$ cat src/sv/gbnrx_pkg.sv
package gbnrx_pkg;

    localparam int unsigned MAX_PAYLOAD     = 2048;
    localparam int unsigned QUEUE_DEPTH_DEF = 4;

    localparam int unsigned WORD_W = 16;
    localparam int unsigned SEQ_W  = 32;
    localparam int unsigned PLEN_W = 12;
    localparam int unsigned CNT_W  = 32;
    localparam int unsigned CFG_W  = 32;

    localparam logic [WORD_W-1:0] SUM_GOOD  = 16'hFFFF;
    localparam logic [WORD_W-1:0] LEN_RESET = 16'd2068;

    // configuration register indexes
    localparam int unsigned CFG_IDX_W = 2;
    localparam logic [CFG_IDX_W-1:0] CFG_SRC_ADDR   = 2'd0;
    localparam logic [CFG_IDX_W-1:0] CFG_DST_ADDR   = 2'd1;
    localparam logic [CFG_IDX_W-1:0] CFG_PSEUDO_LEN = 2'd2;

    // one finished packet as handed from the front to the back
    typedef struct packed {
        logic              sum_good;
        logic [SEQ_W-1:0]  seq;
        logic              end_flag;
        logic [PLEN_W-1:0] plen;
    } t_pkt_desc;

    // ones'-complement add with end-around carry
    function automatic logic [WORD_W-1:0] oc_add(input logic [WORD_W-1:0] a,
                                                 input logic [WORD_W-1:0] b);
        logic [WORD_W:0] s;
        s = {1'b0, a} + {1'b0, b};
        return s[WORD_W-1:0] + {{(WORD_W-1){1'b0}}, s[WORD_W]};
    endfunction

    // pseudo-header sum: five words added wide, then folded twice
    function automatic logic [WORD_W-1:0] seed_sum(input logic [CFG_W-1:0]  src,
                                                   input logic [CFG_W-1:0]  dst,
                                                   input logic [WORD_W-1:0] len);
        logic [WORD_W+2:0] s;
        logic [WORD_W:0]   f;
        s = {3'b0, src[15:0]} + {3'b0, src[31:16]} + {3'b0, dst[15:0]}
          + {3'b0, dst[31:16]} + {3'b0, len};
        f = {1'b0, s[WORD_W-1:0]} + {{(WORD_W-2){1'b0}}, s[WORD_W+2:WORD_W]};
        return f[WORD_W-1:0] + {{(WORD_W-1){1'b0}}, f[WORD_W]};
    endfunction

endpackage

$ cat src/sv/gbnrx_if.sv
interface gbnrx_in_if import gbnrx_pkg::*; ();
    logic              valid;
    logic              ready;
    logic [WORD_W-1:0] data_word;
    logic              last_word;
    logic [SEQ_W-1:0]  seq_number;
    logic              end_flag;
    logic [PLEN_W-1:0] payload_length;

    modport source (output valid, data_word, last_word, seq_number, end_flag,
                    payload_length, input ready);
    modport sink   (input valid, data_word, last_word, seq_number, end_flag,
                    payload_length, output ready);
endinterface

interface gbnrx_out_if import gbnrx_pkg::*; ();
    logic             valid;
    logic             ready;
    logic [SEQ_W-1:0] ack_number;
    logic             end_ack;
    logic             accepted;
    logic [CNT_W-1:0] total_bytes;

    modport source (output valid, ack_number, end_ack, accepted, total_bytes,
                    input ready);
    modport sink   (input valid, ack_number, end_ack, accepted, total_bytes,
                    output ready);
endinterface

$ cat src/sv/gbnrx_front.sv
module gbnrx_front import gbnrx_pkg::*; (
    input  logic                 i_clk,
    input  logic                 i_rst_n,
    input  logic                 i_cfg_we,
    input  logic [CFG_IDX_W-1:0] i_cfg_index,
    input  logic [CFG_W-1:0]     i_cfg_data,
    gbnrx_in_if.sink             i_pkt,
    input  logic                 i_q_full,
    output logic                 o_push,
    output t_pkt_desc            o_desc
);

    logic [CFG_W-1:0]  r_src, n_src;
    logic [CFG_W-1:0]  r_dst, n_dst;
    logic [WORD_W-1:0] r_len, n_len;
    logic [WORD_W-1:0] r_seed;
    logic [WORD_W-1:0] r_sum;
    logic              r_mid;
    logic [WORD_W-1:0] cur_sum;
    logic [WORD_W-1:0] new_sum;
    logic              accept;

    always_comb begin
        n_src = r_src;
        n_dst = r_dst;
        n_len = r_len;
        if (i_cfg_we) begin
            case (i_cfg_index)
                CFG_SRC_ADDR:   n_src = i_cfg_data;
                CFG_DST_ADDR:   n_dst = i_cfg_data;
                CFG_PSEUDO_LEN: n_len = i_cfg_data[WORD_W-1:0];
                default: ;
            endcase
        end
    end

    assign i_pkt.ready = !i_q_full;
    assign accept      = i_pkt.valid && !i_q_full;

    // a packet in progress keeps its own sum, a new one starts from the seed
    assign cur_sum = r_mid ? r_sum : r_seed;
    assign new_sum = oc_add(cur_sum, i_pkt.data_word);

    always_ff @(posedge i_clk) begin
        if (!i_rst_n) begin
            r_src  <= '0;
            r_dst  <= '0;
            r_len  <= LEN_RESET;
            r_seed <= seed_sum('0, '0, LEN_RESET);
            r_mid  <= 1'b0;
        end else begin
            r_src  <= n_src;
            r_dst  <= n_dst;
            r_len  <= n_len;
            r_seed <= seed_sum(n_src, n_dst, n_len);
            if (accept) begin
                r_mid <= !i_pkt.last_word;
            end
        end
    end

    always_ff @(posedge i_clk) begin
        if (accept) begin
            r_sum <= new_sum;
        end
    end

    assign o_push          = accept && i_pkt.last_word;
    assign o_desc.sum_good = (new_sum == SUM_GOOD);
    assign o_desc.seq      = i_pkt.seq_number;
    assign o_desc.end_flag = i_pkt.end_flag;
    assign o_desc.plen     = ({{(32-PLEN_W){1'b0}}, i_pkt.payload_length} > MAX_PAYLOAD)
                           ? PLEN_W'(MAX_PAYLOAD) : i_pkt.payload_length;

endmodule

$ cat src/sv/gbnrx_queue.sv
module gbnrx_queue import gbnrx_pkg::*; #(
    parameter int unsigned DEPTH = QUEUE_DEPTH_DEF
) (
    input  logic      i_clk,
    input  logic      i_rst_n,
    input  logic      i_push,
    input  t_pkt_desc i_desc,
    output logic      o_full,
    input  logic      i_pop,
    output logic      o_valid,
    output t_pkt_desc o_desc
);

    localparam int unsigned AW = (DEPTH > 1) ? $clog2(DEPTH) : 1;
    localparam int unsigned CW = $clog2(DEPTH + 1);

    t_pkt_desc         r_mem [DEPTH];
    logic [AW-1:0]     r_wr_ptr;
    logic [AW-1:0]     r_rd_ptr;
    logic [CW-1:0]     r_count;

    assign o_full  = (r_count == CW'(DEPTH));
    assign o_valid = (r_count != '0);
    assign o_desc  = r_mem[r_rd_ptr];

    always_ff @(posedge i_clk) begin
        if (!i_rst_n) begin
            r_wr_ptr <= '0;
            r_rd_ptr <= '0;
            r_count  <= '0;
        end else begin
            if (i_push) begin
                r_wr_ptr <= (r_wr_ptr == AW'(DEPTH - 1)) ? '0 : r_wr_ptr + 1'b1;
            end
            if (i_pop) begin
                r_rd_ptr <= (r_rd_ptr == AW'(DEPTH - 1)) ? '0 : r_rd_ptr + 1'b1;
            end
            if (i_push && !i_pop) begin
                r_count <= r_count + 1'b1;
            end else if (i_pop && !i_push) begin
                r_count <= r_count - 1'b1;
            end
        end
    end

    always_ff @(posedge i_clk) begin
        if (i_push) begin
            r_mem[r_wr_ptr] <= i_desc;
        end
    end

endmodule

$ cat src/sv/gbnrx_back.sv
module gbnrx_back import gbnrx_pkg::*; (
    input  logic      i_clk,
    input  logic      i_rst_n,
    input  logic      i_q_valid,
    input  t_pkt_desc i_desc,
    output logic      o_pop,
    gbnrx_out_if.source o_ack
);

    logic [SEQ_W-1:0] r_exp_seq, n_exp_seq;
    logic [CNT_W-1:0] r_total, n_total;
    logic             r_out_valid;
    logic [SEQ_W-1:0] r_ack_number, n_ack_number;
    logic             r_end_ack, n_end_ack;
    logic             r_accepted, n_accepted;
    logic [CNT_W-1:0] r_total_bytes, n_total_bytes;
    logic             produce;

    // a waiting item is taken whenever the output register is free or emptying
    assign o_pop = i_q_valid && (!r_out_valid || o_ack.ready);

    always_comb begin
        n_exp_seq     = r_exp_seq;
        n_total       = r_total;
        produce       = 1'b0;
        n_ack_number  = '0;
        n_end_ack     = 1'b0;
        n_accepted    = 1'b0;
        n_total_bytes = r_total;
        if (i_desc.end_flag) begin
            produce   = 1'b1;
            n_end_ack = 1'b1;
            n_exp_seq = SEQ_W'(1);
            n_total   = '0;
        end else if (i_desc.seq != r_exp_seq) begin
            produce      = 1'b1;
            n_ack_number = r_exp_seq - 1'b1;
        end else if (i_desc.sum_good) begin
            produce       = 1'b1;
            n_ack_number  = r_exp_seq;
            n_accepted    = 1'b1;
            n_exp_seq     = r_exp_seq + 1'b1;
            n_total       = r_total + {{(CNT_W-PLEN_W){1'b0}}, i_desc.plen};
            n_total_bytes = n_total;
        end
    end

    always_ff @(posedge i_clk) begin
        if (!i_rst_n) begin
            r_exp_seq   <= SEQ_W'(1);
            r_total     <= '0;
            r_out_valid <= 1'b0;
        end else begin
            if (o_pop) begin
                r_exp_seq <= n_exp_seq;
                r_total   <= n_total;
            end
            if (o_pop && produce) begin
                r_out_valid <= 1'b1;
            end else if (o_ack.ready) begin
                r_out_valid <= 1'b0;
            end
        end
    end

    always_ff @(posedge i_clk) begin
        if (o_pop && produce) begin
            r_ack_number  <= n_ack_number;
            r_end_ack     <= n_end_ack;
            r_accepted    <= n_accepted;
            r_total_bytes <= n_total_bytes;
        end
    end

    assign o_ack.valid       = r_out_valid;
    assign o_ack.ack_number  = r_ack_number;
    assign o_ack.end_ack     = r_end_ack;
    assign o_ack.accepted    = r_accepted;
    assign o_ack.total_bytes = r_total_bytes;

endmodule

$ cat src/sv/gbn_receiver_with_checksum.sv
// go-back-n receiver with ones'-complement checksum
// i_pkt takes one 16-bit packet word per item; last_word marks the final word,
// and seq_number, end_flag and payload_length are sampled with it
// o_ack gives at most one acknowledgement per packet, only after its last word
// i_cfg_we/i_cfg_index/i_cfg_data write source address, destination address and
// pseudo-header length; a write during a packet takes effect from the next one
// throughput: one word per cycle while the queue is not full, set by the
// single checksum add in the front; a packet's descriptor is registered in
// the queue, then its ack in the output register in the back
// finished packets wait in a small queue; the back keeps expected sequence and
// byte count, so a stalled o_ack only stops i_pkt once that queue is full
// (QUEUE_DEPTH packets waiting); words of a packet keep flowing until then
// reset: expected sequence 1, byte count 0, addresses 0, length 2068, no ack
// pending; items may be sent the cycle after reset is released
module gbn_receiver_with_checksum import gbnrx_pkg::*; #(
    parameter int unsigned QUEUE_DEPTH = QUEUE_DEPTH_DEF
) (
    input  logic                 i_clk,
    input  logic                 i_rst_n,
    input  logic                 i_cfg_we,
    input  logic [CFG_IDX_W-1:0] i_cfg_index,
    input  logic [CFG_W-1:0]     i_cfg_data,
    gbnrx_in_if.sink             i_pkt,
    gbnrx_out_if.source          o_ack
);

    logic      q_full;
    logic      q_push;
    logic      q_pop;
    logic      q_valid;
    t_pkt_desc push_desc;
    t_pkt_desc head_desc;

    gbnrx_front u_front (
        .i_clk       (i_clk),
        .i_rst_n     (i_rst_n),
        .i_cfg_we    (i_cfg_we),
        .i_cfg_index (i_cfg_index),
        .i_cfg_data  (i_cfg_data),
        .i_pkt       (i_pkt),
        .i_q_full    (q_full),
        .o_push      (q_push),
        .o_desc      (push_desc)
    );

    gbnrx_queue #(
        .DEPTH (QUEUE_DEPTH)
    ) u_queue (
        .i_clk   (i_clk),
        .i_rst_n (i_rst_n),
        .i_push  (q_push),
        .i_desc  (push_desc),
        .o_full  (q_full),
        .i_pop   (q_pop),
        .o_valid (q_valid),
        .o_desc  (head_desc)
    );

    gbnrx_back u_back (
        .i_clk     (i_clk),
        .i_rst_n   (i_rst_n),
        .i_q_valid (q_valid),
        .i_desc    (head_desc),
        .o_pop     (q_pop),
        .o_ack     (o_ack)
    );

endmodule

$ cat src/flat_wrapper.sv
// flat-port wrapper written by rule: the top's interface ports become plain ports
module gbn_receiver_with_checksum_flat import gbnrx_pkg::*;
#(
    parameter int unsigned QUEUE_DEPTH = QUEUE_DEPTH_DEF
)
  (i_clk, i_rst_n, i_cfg_we, i_cfg_index, i_cfg_data, i_pkt_valid, i_pkt_data_word, i_pkt_last_word, i_pkt_seq_number, i_pkt_end_flag, i_pkt_payload_length, i_pkt_ready, o_ack_valid, o_ack_ack_number, o_ack_end_ack, o_ack_accepted, o_ack_total_bytes, o_ack_ready);
  gbnrx_in_if i_pkt_i ();
  gbnrx_out_if o_ack_i ();
  input  logic i_clk;
  input  logic i_rst_n;
  input  logic i_cfg_we;
  input  logic [CFG_IDX_W-1:0] i_cfg_index;
  input  logic [CFG_W-1:0] i_cfg_data;
  input wire logic [$bits(i_pkt_i.valid)-1:0] i_pkt_valid;
  input wire logic [$bits(i_pkt_i.data_word)-1:0] i_pkt_data_word;
  input wire logic [$bits(i_pkt_i.last_word)-1:0] i_pkt_last_word;
  input wire logic [$bits(i_pkt_i.seq_number)-1:0] i_pkt_seq_number;
  input wire logic [$bits(i_pkt_i.end_flag)-1:0] i_pkt_end_flag;
  input wire logic [$bits(i_pkt_i.payload_length)-1:0] i_pkt_payload_length;
  output wire logic [$bits(i_pkt_i.ready)-1:0] i_pkt_ready;
  output wire logic [$bits(o_ack_i.valid)-1:0] o_ack_valid;
  output wire logic [$bits(o_ack_i.ack_number)-1:0] o_ack_ack_number;
  output wire logic [$bits(o_ack_i.end_ack)-1:0] o_ack_end_ack;
  output wire logic [$bits(o_ack_i.accepted)-1:0] o_ack_accepted;
  output wire logic [$bits(o_ack_i.total_bytes)-1:0] o_ack_total_bytes;
  input wire logic [$bits(o_ack_i.ready)-1:0] o_ack_ready;
  assign i_pkt_i.valid = i_pkt_valid;
  assign i_pkt_i.data_word = i_pkt_data_word;
  assign i_pkt_i.last_word = i_pkt_last_word;
  assign i_pkt_i.seq_number = i_pkt_seq_number;
  assign i_pkt_i.end_flag = i_pkt_end_flag;
  assign i_pkt_i.payload_length = i_pkt_payload_length;
  assign i_pkt_ready = i_pkt_i.ready;
  assign o_ack_valid = o_ack_i.valid;
  assign o_ack_ack_number = o_ack_i.ack_number;
  assign o_ack_end_ack = o_ack_i.end_ack;
  assign o_ack_accepted = o_ack_i.accepted;
  assign o_ack_total_bytes = o_ack_i.total_bytes;
  assign o_ack_i.ready = o_ack_ready;
  gbn_receiver_with_checksum #(.QUEUE_DEPTH(QUEUE_DEPTH)) u_core (.i_clk(i_clk), .i_rst_n(i_rst_n), .i_cfg_we(i_cfg_we), .i_cfg_index(i_cfg_index), .i_cfg_data(i_cfg_data), .i_pkt(i_pkt_i), .o_ack(o_ack_i));
endmodule
$ cat config.mk
export PLATFORM = sky130hd
export DESIGN_NAME = gbn_receiver_with_checksum_flat
export DESIGN_NICKNAME = d
export VERILOG_FILES = /design/src/sv/gbnrx_pkg.sv /design/src/sv/gbnrx_if.sv /design/src/sv/gbnrx_front.sv /design/src/sv/gbnrx_queue.sv /design/src/sv/gbnrx_back.sv /design/src/sv/gbn_receiver_with_checksum.sv /design/src/flat_wrapper.sv
export SDC_FILE = /design/constraint.sdc
export NUM_CORES = 1
export LEC_CHECK = 0
export BUFFER_PORTS_ARGS = -buffer_cell sky130_fd_sc_hd__buf_2
export CAP_MARGIN = 20
export CORE_UTILIZATION = 65
export CTS_CLUSTER_SIZE = 28
export DETAILED_ROUTE_END_ITERATION = 10
export GPL_TIMING_DRIVEN = 0
export MAX_ROUTING_LAYER = met4
export PLACE_DENSITY_LB_ADDON = 0.3
export SYNTH_ARGS = -nofsm -noshare
export SYNTH_HDL_FRONTEND = slang
export SYNTH_SLANG_ARGS = --single-unit
$ cat constraint.sdc
create_clock -name i_clk -period 26.8 [get_ports i_clk]
set_input_delay 2.68 -clock i_clk [delete_from_list [all_inputs] [get_ports i_clk]]
set_output_delay 2.68 -clock i_clk [all_outputs]
set_load 0.03 [all_outputs]
# == Word-level counts from Yosys, hierarchy flattened ==
# Memories as Yosys holds them, arrays and structs flattened. A register that Yosys moved wholly into a read port is not among the register bits.
# Index checks and enable logic that the tools add are counted.
# op_classes
n_lt_le_gt_ge,1
n_mul,0
n_mux,31
add_sub_neg,15
n_eq_ne,8
shift,0
n_reduce_logical,19
n_bitwise,0
div_mod_pow,0
# ops
operator,count
$mux W32,13
$mux W16,3
$add A16 B16 Y17,2
$add A16 B1 Y16,2
$add A32 B1 Y32 const B,1
$add A32 B12 Y32,1
$ne A32 B32 Y1,1
$sub A32 B1 Y32 const B,1
$add A18 B16 Y19,1
$add A19 B16 Y19,1
$add A17 B16 Y18,1
$add A16 B3 Y17,1
$eq A16 B16 Y1 const B,1
$gt A12 B12 Y1 const B,1
$mux W12,1
$mux W1,8
$mux W2,4
$eq A2 B2 Y1 const B,3
$logic_and A1 B1 Y1,6
$mux W3,2
$reduce_bool A2 Y1,3
$logic_not A1 Y1,5
$add A2 B1 Y2 const B,2
$add A3 B1 Y3 const B,1
other kinds (9),9
# totals
ramBits,184
output_inout_bits,68
register_bits,251
latchBits,0
memories,1
romBits,0
# memory_table
memory,words,word_bits,rd,rd_clocked_by_memory_dff,wr,line,rtl
u_core.u_queue.r_mem,4,46,1,1,1,gbnrx_queue.sv:17,t_pkt_desc r_mem [DEPTH];

# == Longest topological paths before layout ==
# Gate-level depths: netlist of the first run.
# depth
ltp_word,9
mapped_depth,36
mapped_depth_nobuf,35

# == Modules after synthesis ==
# A second synthesis of the first run with hierarchy kept.
# hier_totals
hier_cells,1905
hier_area_um2,22934.5
# modules_own_cells
module,area_each_um2,n_inst,seq_area_each_um2,cells_each
gbnrx_front,8289.2,1,2422.3,828
gbnrx_back,7485.9,1,3283.1,793
gbnrx_queue,7159.4,1,5705.5,284

# == Least setup slack after synthesis of the first run ==
# No wires, ideal clock.
# synth_timing
path_type,input-to-reg
startpoint,in i_cfg_index[1]
endpoint,reg u_core.u_front.r_seed[15]
n_path_buf,1
path_stages,35
path_slack_ps,16046
t_arrival_ps,10639
cell_sequence,nor3b_1 > clkbuf_1 > mux2_2 > fa_1 > inv_1 > fa_1 > fa_1 > inv_1 > ha_1 > fa_1 > a21oi_1 > nor3_1 > nor3_1 > a21oi_1 > o21a_1 > o21a_1 > nor2_1 > o21ai_0 > a21oi_1 > xnor2_1 > fa_1 > a21oi_1 > nor2_1 > nand3_1 > or3_1 > nor3_1 > ha_1 > nand3_1 > nor2_1 > nand2_1 > nor2_1 > nand3_1 > or4_1 > xnor3_1 > and2_1
# synth_between
elab_chain_len,9
# synth_rtl
item,line,rtl
start: declaration,flat_wrapper.sv:12,input logic [CFG_IDX_W-1:0] i_cfg_index;
$logic_not A2 Y1,gbnrx_front.sv:28,case (i_cfg_index)
$mux W32,gbnrx_front.sv:28,
$mux W32,gbnrx_front.sv:27,if (i_cfg_we) begin
net u_core.u_front.n_src[17],gbnrx_front.sv:13,"logic [CFG_W-1:0] r_src, n_src;"
$add A16 B16 Y17,gbnrx_pkg.sv:43,"s = {3'b0, src[15:0]} + {3'b0, src[31:16]} + {3'b0, dst[15:0]}"
$add A17 B16 Y18,gbnrx_pkg.sv:43,
$add A18 B16 Y19,gbnrx_pkg.sv:44,"+ {3'b0, dst[31:16]} + {3'b0, len};"
$add A19 B16 Y19,gbnrx_pkg.sv:44,
$add A16 B3 Y17,gbnrx_pkg.sv:45,"f = {1'b0, s[WORD_W-1:0]} + {{(WORD_W-2){1'b0}}, s[WORD_W+2:WORD_W]};"
$add A16 B1 Y16,gbnrx_pkg.sv:46,"return f[WORD_W-1:0] + {{(WORD_W-1){1'b0}}, f[WORD_W]};"
end signal: assignment,gbnrx_front.sv:49,"r_seed <= seed_sum('0, '0, LEN_RESET);"
end signal: assignment,gbnrx_front.sv:55,"r_seed <= seed_sum(n_src, n_dst, n_len);"
end: declaration,gbnrx_front.sv:16,logic [WORD_W-1:0] r_seed;
# The timed path passes the listed nets, and every way through them passes these cells.
# A chain may end at the register's enable or synchronous reset.

# == Worst setup path after layout of the first run ==
# Ends and elaborated chain as after synthesis.

==> flow_metrics.py, run 1 <==
metrics = {
    "worst_setup_path": {
        "cp-start-kind": "input port",
        "path_max_fanout": 10,
        "crit_top_cell": "fa_1",
        "startpoint": "i_cfg_index[1]",
        "slowest_stage": "nor3b_1",
        "arrival_ns": 12.48,
        "r2r-start": "u_core.u_front.r_src[17]",
        "cpPeakStageDelay_ns": 0.67,
        "worstPathRequired_ns": 27.24,
        "worstSetupPathType": "input port to flip-flop",
        "cp-end-kind": "flip-flop",
    },
    "yosys": {
        "synth-seq-area-share_pct": 51.1,
        "syn_nets": 2095,
        "syn_avg_cell_area_um2": 11.9,
        "ys_ff_latch": 437,
        "synth_cells": 1881,
        "synth_cell_types": 79,
        "synth_area_leaders": "edfxtp_1 (36%), dfxtp_1 (15%), fa_1 (4.6%), mux4_2 (4.5%), mux2_2 (4.2%)",
        "ys_warn_count": 0,
        "synth_area_um2": 22300,
        "synth_top_cell_by_area": "edfxtp_1",
        "async_flop_share_pct": 0,
        "synthFlopType": "edfxtp_1",
        "synth_edf_count": 266,
        "synth_top_area_share_pct": 35.8,
    },
    "flow_run": {
        "cap_viol_max_count": 0,
    },
    "pwr": {
        "total_power_mw": 2.31,
        "p_per_area_nw_per_um2": 90.9,
        "p_leak_nw": 9.72,
        "vdd_drop_max_v": 0.0000832,
    },
    "clock_tree": {
        "post_cts_buffers": 0,
        "h-tree-depth": 2,
        "clockRootBuffer": "clkbuf_16",
        "clkTransAtPathRegs_ns": 0.06,
        "cts_sinks": 437,
        "clk_path_buf_depth": 3,
        "cts-buffers-inserted": 44,
        "clkLatencyLatePin_ns": 0.58,
        "cts_hold_buf": 0,
        "cts_tree": "built",
        "post_cts_resized": 0,
    },
    "layout": {
        "fillers": 2181,
        "stdcell_count": 2586,
        "final_cell_mix": "edfxtp_1 (266), buf_2 (175), dfxtp_1 (171)",
        "area_growth_pct": 13.7,
        "multi_input_area_um2": 10100,
        "layout_commonest_cell": "edfxtp_1",
        "nets": 2315,
        "drive_gt1_share_pct": 18.7,
        "ff_latch_area_um2": 11400,
    },
    "detailed_routing": {
        "drt-total-wl_um": 52500,
        "vias": 15600,
        "vias_per_cell": 6.05,
        "drtPass1Iterations": 6,
        "drtIter0Drc": 1554,
        "post_drt_wl_per_cell_um": 20.3,
        "drc": 0,
        "ant_nets": 0,
    },
    "global_routing": {
        "grt_util_met3_pct": 4.56,
        "met2_usage_pct": 48.6,
        "grt_overflow": 0,
        "grt-busiest-layer": "met2",
        "gr-usage-all-layers_pct": 31.3,
        "grt.met1_usage_pct": 42.6,
        "grt_max_degree": 37,
        "grt_pass1_vias": 15200,
        "grt_pass1_wl_um": 82700,
        "antenna_found_initial": 1,
    },
    "floorplan": {
        "io_pins": 169,
        "num_rows": 67,
        "start_util_pct": 66.4,
        "die_area_um2": 35100,
        "core_area_um2": 33600,
        "chipHeight_um": 187,
        "die_w_um": 187,
    },
    "placed_design": {
        "gp_congestion": 0.928,
        "dp_hpwl_um": 36800,
        "portBuffers": 168,
        "pre_cts_ws_ns": 14.42,
        "dp_cells": 2503,
    },
    "timing": {
        "hold_viol_final": 0,
        "hold_ws_ns": 0.522,
        "worst_slew_pin_slew_ns": 0.915,
        "max_freq_mhz": 83.0,
        "rsz0062_at_grt": "no",
        "finalSetupViolations": 0,
        "finalCritPeriodShare_pct": 44.9,
        "layout_setup_ws_ns": 14.75,
        "finalMaxSlewViolations": 0,
        "worst_clock_skew_ns": 0.0246,
        "finalCriticalPeriod_ns": 12.05,
        "timing.setup.tns_ns": 0,
        "slew_headroom_pct": 38.8,
    },
    "outcome": {
        "outcome": "finished clean",
    },
    "worst_hold_path": {
        "hold_path.class": "flip-flop to flip-flop",
        "hp-start": "u_core.u_front.r_len[11]",
    },
}
per-stage QoR:
step / area, um^2 / utilization, %
CTS: 25400 / 75.5
global route: 25400 / 75.5
finish: 25400 / 75.5
global placement: 23700 / 70.5
detailed placement: 23900 / 71.0
floorplan: 22300 / -
where the power goes:
group / internal (mW) / leakage, nW / switching, mW
logic: 0.287 / 5.09 / 0.520
registers: 0.829 / 3.89 / 0.0324
clock network: 0.371 / 0.731 / 0.267
layer usage:
metal  up-vias  wire [um]
met5         -          0
li1       7210          -
met3       127       4090
met4         0       1570
met2       726      24400
met1      7573      22400
path summary, 6_finish.rpt:
path / to / slack, ns / cells after the start
setup / recovery: u_core.u_front.r_seed[15] / 14.75 / 36
hold / removal: u_core.u_front.r_len[11] / 0.52 / 2
setup reg to reg: u_core.u_front.r_seed[15] / 18.14 / 33
hold reg to reg: u_core.u_front.r_len[11] / 0.52 / 2
cells in the mapped netlist, types with 11 or more instances:
library cell / number
mux2i_1: 43
or3_1: 18
mux2_2: 83
edfxtp_1: 266
o21ai_0: 41
nor2_1: 139
ha_1: 62
o21a_1: 23
xnor2_1: 99
inv_1: 99
buf_1: 11
nand4_1: 33
a21oi_1: 63
nor2b_1: 49
xor2_1: 50
and3_1: 16
dfxtp_1: 171
a22oi_1: 15
and2_1: 63
nand2_1: 87
a21o_1: 19
nand3_1: 54
clkbuf_1: 74
nor3_1: 45
fa_1: 51
mux4_2: 45
a21boi_0: 14
flip-flops by register name, summed over array words and instances, names as in the netlist, named ones only:
| register | flops |
|---|---|
| u_core.u_back.o_ack.accepted | 1 |
| u_core.u_back.o_ack.ack_number | 32 |
| u_core.u_back.o_ack.end_ack | 1 |
| u_core.u_back.o_ack.total_bytes | 32 |
| u_core.u_back.o_ack.valid | 1 |
| u_core.u_back.r_exp_seq | 32 |
| u_core.u_back.r_total | 32 |
| u_core.u_front.r_dst | 32 |
| u_core.u_front.r_len | 16 |
| u_core.u_front.r_mid | 1 |
| u_core.u_front.r_seed | 16 |
| u_core.u_front.r_src | 32 |
| u_core.u_front.r_sum | 16 |
| u_core.u_queue.r_count | 3 |
| u_core.u_queue.r_mem | 184 |
| u_core.u_queue.r_rd_ptr | 2 |
| u_core.u_queue.r_wr_ptr | 2 |
area by class of cell:
cell class / count / area share (%)
clock inverter: 24 / 1.20
tap: 448 / 2.21
timing repair buffer: 174 / 3.82
antenna: 1 / 0.00986
inverter: 101 / 1.49
clock buffer: 58 / 4.79
buffer: 96 / 1.55
multi-input combinational: 1247 / 40.0
sequential: 437 / 45.0
critical path: cells and delay by family:
kind	cells	cell delay [ns]
multiplexers	1	0.44
buffers and inverters	4	0.85
adder cells (fa/ha/maj)	7	2.67
XOR/XNOR	2	0.38
AO/OA/AOI/OAI	7	1.31
AND/OR/NAND/NOR	15	4.14
cells by family (layout without fill, tap and decap cells):
kind of cell / after synthesis / in the layout / share of synthesized area, %
buffers and inverters: 197 / 453 / 3.46
multiplexers: 171 / 171 / 10.7
AND/OR/NAND/NOR: 575 / 575 / 13.7
flip-flops: 437 / 437 / 51.1
AO/OA/AOI/OAI: 238 / 238 / 7.02
XOR/XNOR: 150 / 150 / 5.95
adder cells (fa/ha/maj): 113 / 113 / 8.05
other: 0 / 1 / 0
Power figures use the tool's default switching activity.
==> run 2, diff against run 1 <==
--- a/config.mk
+++ b/config.mk
@@ -7,7 +7,7 @@
 export LEC_CHECK = 0
 export BUFFER_PORTS_ARGS = -buffer_cell sky130_fd_sc_hd__buf_2
 export CAP_MARGIN = 20
-export CORE_UTILIZATION = 65
+export CORE_UTILIZATION = 55
 export CTS_CLUSTER_SIZE = 28
 export DETAILED_ROUTE_END_ITERATION = 10
 export GPL_TIMING_DRIVEN = 0
==> constraint.sdc (replaced) <==
create_clock -name i_clk -period 10.3 [get_ports i_clk]
set_input_delay 1.03 -clock i_clk [delete_from_list [all_inputs] [get_ports i_clk]]
set_output_delay 1.03 -clock i_clk [all_outputs]
set_load 0.03 [all_outputs]
==> flow_metrics.py, run 2 (synthesized netlist as in run 1, its figures left out) <==
metrics = {
    "clock_tree": {
        "cts_sinks": 437,
        "clk_path_buf_depth": 3,
        "cts_tree": "built",
        "clkLatencyLatePin_ns": 0.60,
        "cts_hold_buf": 0,
        "post_cts_buffers": 0,
        "h-tree-depth": 2,
        "cts-buffers-inserted": 45,
        "clockRootBuffer": "clkbuf_16",
        "clkTransAtPathRegs_ns": 0.06,
    },
    "layout": {
        "top_register": "u_core.u_queue.r_mem",
        "fillers": 3025,
        "final_area_um2": 25500,
        "area_growth_pct": 14.4,
        "final_cell_mix": "edfxtp_1 (266), buf_2 (175), dfxtp_1 (171)",
        "drive_gt1_share_pct": 19.4,
        "nets": 2316,
        "largest_reg_flops": 184,
        "layout_commonest_cell": "edfxtp_1",
        "finish.utilization_pct": 64.0,
    },
    "placed_design": {
        "dp_hpwl_um": 38300,
        "gp_congestion": 0.928,
        "placed_area_um2": 24000,
        "pre_cts_ws_ns": -0.668,
        "portBuffers": 168,
    },
    "worst_hold_path": {
        "hold_path.class": "flip-flop to flip-flop",
        "hp-start": "u_core.u_front.r_len[11]",
    },
    "detailed_routing": {
        "drc": 0,
        "post_drt_wl_per_cell_um": 19.6,
        "drt-total-wl_um": 52500,
        "vias_per_cell": 5.68,
        "drtPass1Iterations": 5,
        "vias": 15200,
        "drtIter0Drc": 1218,
        "ant_nets": 0,
    },
    "timing": {
        "finalSetupViolations": 0,
        "hold_viol_final": 0,
        "layout_setup_ws_ns": 0.511,
        "worst_slew_pin_slew_ns": 0.930,
        "rsz0062_at_grt": "no",
        "slew_headroom_pct": 38.0,
        "worst_clock_skew_ns": 0.0321,
        "finalCritPeriodShare_pct": 95.0,
        "finalMaxSlewViolations": 0,
        "hold_ws_ns": 0.524,
        "max_freq_mhz": 102,
        "finalCriticalPeriod_ns": 9.79,
    },
    "floorplan": {
        "die_w_um": 203,
        "start_util_pct": 55.9,
        "core_area_um2": 39900,
        "chipHeight_um": 203,
        "io_pins": 169,
        "num_rows": 73,
        "die_area_um2": 41400,
    },
    "global_routing": {
        "gr-usage-all-layers_pct": 26.5,
        "grt_pass1_vias": 15000,
        "grt_max_degree": 34,
        "grt_pass1_wl_um": 82400,
        "antenna_found_initial": 9,
        "grt_overflow": 0,
    },
    "worst_setup_path": {
        "path_max_fanout": 10,
        "reg2reg_depth": 34,
        "r2r-end": "u_core.u_front.r_seed[15]",
        "r2r-start": "u_core.u_front.r_src[22]",
        "worstPathRequired_ns": 10.78,
        "arrival_ns": 10.26,
        "cp-end-kind": "flip-flop",
        "crit_end": "u_core.u_front.r_seed[15]",
        "worstSetupPathType": "input port to flip-flop",
        "cp-start-kind": "input port",
        "startpoint": "i_cfg_index[1]",
        "r2r_slack_ns": 1.75,
        "slowest_stage": "o31ai_1",
        "cpPeakStageDelay_ns": 0.62,
    },
    "pwr": {
        "p_leak_nw": 9.75,
        "p_per_area_nw_per_um2": 235,
        "combPwrFrac_pct": 35.1,
        "sequentialPowerShare_pct": 37.2,
        "internal_power_mw": 3.86,
        "switching_share_pct": 35.6,
        "p_sw_mw": 2.14,
        "vdd_drop_max_v": 0.000159,
        "clockPowerShare_pct": 27.8,
    },
    "outcome": {
        "outcome": "finished clean",
    },
    "flow_run": {
        "cap_viol_max_count": 0,
    },
}
## run 2: changes by cell type in the layout (fill, tap and decap cells not counted), moves of 2 or more
cell      change
buf_1         -2
clkbuf_1      -6
clkbuf_2      +5
clkbuf_8      +2
clkinv_1      -4
clkinv_2      +5
diode_2       +9
## run 2: worst min-delay path by stage
stage	end	slack, ns	cells after the start
final	u_core.u_front.r_len[11]	0.52	2
after global routing	u_core.u_front.r_len[11]	0.57	2
after CTS	u_core.u_front.r_len[11]	0.53	2
after detailed placement	u_core.u_front.r_len[11]	0.51	2
after global placement	u_core.u_queue.r_count[2]	0.49	2
after floorplan	flip-flop	0.47	2
## run 2: worst max-delay path, delay by kind of cell
| kind | cells | cell delay [ns] |
|---|---|---|
| buffers and inverters | 5 | 0.79 |
| AND/OR/NAND/NOR | 16 | 3.95 |
| adder cells (fa/ha/maj) | 7 | 2.41 |
| XOR/XNOR | 1 | 0.23 |
| multiplexers | 1 | 0.41 |
| AO/OA/AOI/OAI | 7 | 1.43 |
## run 2: layer usage
layer	up-vias	global-route usage (%)	wire length [um]
li1	7212	-	-
met1	7461	36.4	24000
met2	445	40.8	24000
met3	65	4.92	3560
met4	0	6.74	967
met5	-	-	0
## run 2: through the flow
step / TNS, ns / power (mW) / instances
after CTS: 0 / 6.02 / 2663
final: 0 / 6.00 / 2673
after floorplan: 0 / 3.77 / 1881
after global placement: -2.17 / 4.28 / 2574
after global routing: 0 / 6.29 / 2672
after detailed placement: -2.57 / 4.34 / 2580
## run 2: final cells by class
cell class / instances / area [um^2] / area share (%)
Inverter: 101 / 379 / 1.48
Tap cell: 525 / 657 / 2.57
Timing Repair Buffer: 174 / 976 / 3.82
Multi-Input combinational cell: 1247 / 10100 / 39.8
Sequential cell: 437 / 11400 / 44.7
Buffer: 96 / 399 / 1.56
Antenna cell: 10 / 25.0 / 0.0980
Clock inverter: 26 / 303 / 1.19
Clock buffer: 57 / 1230 / 4.82
## run 2: timing repair
item | in CTS | in global routing
setup endpoints to repair | 1 | 6
gates resized for setup | 1 | 10
gates cloned | 0 | 0
## run 2: power groups by stage
stage	logic, mW	clock network (mW)	registers, mW
2_1_floorplan	1.23	0	2.54
3_5_place_dp	2.08	0	2.27
4_1_cts	2.10	1.69	2.23
5_1_grt	2.28	1.76	2.25
6_report	2.10	1.67	2.23
3_3_place_gp	1.99	0	2.28
==> run 3, diff against run 2 <==
--- a/config.mk
+++ b/config.mk
@@ -15,4 +15,5 @@
 export PLACE_DENSITY_LB_ADDON = 0.3
 export SYNTH_ARGS = -nofsm -noshare
 export SYNTH_HDL_FRONTEND = slang
+export SYNTH_HIERARCHICAL = 1
 export SYNTH_SLANG_ARGS = --single-unit
==> flow_metrics.py, run 3 <==
metrics = {
    "outcome": {
        "outcome": "finished, violations left",
        "violations": "design-rule violations",
    },
    "placed_design": {
        "pre_cts_ws_ns": 0.463,
        "dp_hpwl_um": 37700,
        "portBuffers": 135,
        "gp_congestion": 0.951,
    },
    "floorplan": {
        "die_area_um2": 42500,
        "core_area_um2": 41000,
        "num_rows": 74,
        "die_w_um": 206,
        "chipHeight_um": 206,
        "start_util_pct": 55.9,
        "io_pins": 169,
    },
    "clock_tree": {
        "post_cts_resized": 0,
        "cts-buffers-inserted": 46,
        "clockRootBuffer": "clkbuf_16",
        "clk_path_buf_depth": 3,
        "cts_sinks": 437,
        "post_cts_buffers": 0,
        "cts_tree": "built",
        "cts_hold_buf": 0,
        "h-tree-depth": 2,
        "clkLatencyLatePin_ns": 0.59,
        "clkTransAtPathRegs_ns": 0.06,
    },
    "pwr": {
        "p_per_area_nw_per_um2": 237,
        "vdd_drop_max_v": 0.000136,
        "p_leak_nw": 9.89,
    },
    "detailed_routing": {
        "drt-total-wl_um": 51500,
        "drtIter0Drc": 1174,
        "post_drt_wl_per_cell_um": 19.3,
        "drc": 23,
        "vias_per_cell": 5.81,
        "ant_nets": 0,
        "drtPass1Iterations": 8,
        "vias": 15500,
    },
    "yosys": {
        "ys_warn_count": 6,
        "syn_avg_cell_area_um2": 12.0,
        "synth_top_cell_by_area": "edfxtp_1",
        "synth-seq-area-share_pct": 49.8,
        "synth_top_area_share_pct": 34.8,
        "ys_ff_latch": 437,
        "synth_cell_types": 94,
        "synth_area_um2": 22900,
        "synth_cells": 1905,
        "synthFlopType": "edfxtp_1",
        "async_flop_share_pct": 0,
        "synth_edf_count": 266,
        "synth_common_cells": "edfxtp_1 (266), dfxtp_1 (171), nor2_1 (96), xnor2_1 (96), inv_1 (91)",
        "yosysMostFrequentCell": "edfxtp_1",
        "syn_nets": 2119,
        "synth_area_leaders": "edfxtp_1 (35%), dfxtp_1 (15%), fa_1 (4.5%), mux4_2 (3.9%), xnor2_1 (3.7%)",
    },
    "layout": {
        "top_register": "u_core/u_queue/r_mem",
        "layout_commonest_cell": "edfxtp_1",
        "drive_gt1_share_pct": 19.8,
        "final_cell_mix": "edfxtp_1 (266), dfxtp_1 (171), buf_2 (158)",
        "nets": 2308,
        "largest_reg_flops": 184,
        "area_growth_pct": 13.0,
    },
    "global_routing": {
        "grt_max_degree": 35,
        "grt.met1_usage_pct": 33.7,
        "grt-busiest-layer": "met2",
        "grt_pass1_vias": 14800,
        "met2_usage_pct": 39.2,
        "grt_util_met3_pct": 4.21,
        "grt_pass1_wl_um": 80000,
        "grt_overflow": 0,
        "gr-usage-all-layers_pct": 25.1,
        "antenna_found_initial": 5,
    },
    "timing": {
        "finalMaxSlewViolations": 0,
        "rsz0062_at_grt": "no",
        "hold_viol_final": 0,
        "layout_setup_ws_ns": 0.951,
        "finalSetupViolations": 0,
        "timing.setup.tns_ns": 0,
        "max_freq_mhz": 107,
        "finalCritPeriodShare_pct": 90.8,
        "finalCriticalPeriod_ns": 9.35,
        "worst_clock_skew_ns": 0.0281,
        "worst_slew_pin_slew_ns": 0.958,
        "slew_headroom_pct": 36.1,
    },
    "worst_setup_path": {
        "cp-end-kind": "flip-flop",
        "r2r-end": "u_core/u_front/r_seed[14]",
        "cp-start-kind": "input port",
        "arrival_ns": 9.81,
        "slowest_stage": "nor3b_1",
        "r2r_slack_ns": 2.60,
        "worstSetupPathType": "input port to flip-flop",
        "cpPeakStageDelay_ns": 0.61,
        "r2r-start": "u_core/u_front/r_src[1]",
        "worstPathRequired_ns": 10.76,
        "path_max_fanout": 10,
        "startpoint": "i_cfg_index[1]",
        "reg2reg_depth": 33,
        "crit_top_cell": "fa_1",
    },
    "worst_hold_path": {
        "min_to": "u_core/u_back/r_total[4]",
        "hp-start": "u_core/u_back/r_total[4]",
        "hold_path.class": "flip-flop to flip-flop",
        "whs_path_depth": 1,
    },
    "flow_run": {
        "cap_viol_max_count": 0,
    },
}
run 3: kinds of logic after synthesis:
family	count (synthesis)	share of synthesized area, %
fa+ha+maj	113	7.83
xor+xnor	145	5.60
mux	169	10.4
buf+inv	225	4.70
flops	437	49.8
compound gates	254	7.93
simple gates	562	13.8
run 3: worst max path at each step:
stage | end | slack [ns] | cells after the start
finish | u_core/u_front/r_seed[14] | 0.95 | 36
detailed placement | u_core/u_front/r_seed[14] | 0.46 | 36
global placement | u_core/u_front/r_seed[14] | 0.40 | 36
global route | u_core/u_front/r_seed[14] | 0.31 | 36
floorplan | u_core/u_front/r_seed[14] | 1.78 | 35
CTS | u_core/u_front/r_seed[14] | 0.99 | 36
run 3: worst max-delay path, delay by kind of cell:
kind,cells,cell delay [ns]
adder cells (fa/ha/maj),8,2.78
AO/OA/AOI/OAI,11,2.34
AND/OR/NAND/NOR,10,2.01
buffers and inverters,4,0.79
multiplexers,1,0.43
XOR/XNOR,2,0.39
run 3: metal layers:
metal  wire length [um]  up-vias  part of all wire, %
met1              22300     7570                   43
met4               1270        0                  2.5
met5                  0        -                    0
li1                   -     7319                    -
met3               3360      104                  6.5
met2              24500      468                   48
run 3: final cells by class:
type	count	area, um^2
inverter	92	345
clock buffer	61	1260
timing repair buffer	141	783
buffer	133	732
sequential	437	11400
multi-input combinational	1243	10500
fill	3193	15100
tap	532	666
antenna	5	12.5
clock inverter	19	259
run 3: metrics by stage:
stage / hold slack, ns / area (um^2) / power [mW] / utilization, % / instances
2_1_floorplan: 0.464 / 22900 / 3.94 / - / 1905
3_3_place_gp: 0.479 / 24300 / 4.46 / 59.2 / 2572
3_5_place_dp: 0.485 / 24400 / 4.50 / 59.5 / 2578
4_1_cts: 0.505 / 25900 / 6.19 / 63.2 / 2658
5_1_grt: 0.518 / 25900 / 6.45 / 63.2 / 2663
6_report: 0.501 / 25900 / 6.15 / 63.2 / 2663
run 3: report_power, final:
group	leakage (nW)	switching, mW	internal (mW)	total [mW]
registers	3.89	0.0594	2.15	2.21
clock network	0.731	0.675	1.01	1.68
logic	5.27	1.43	0.827	2.25
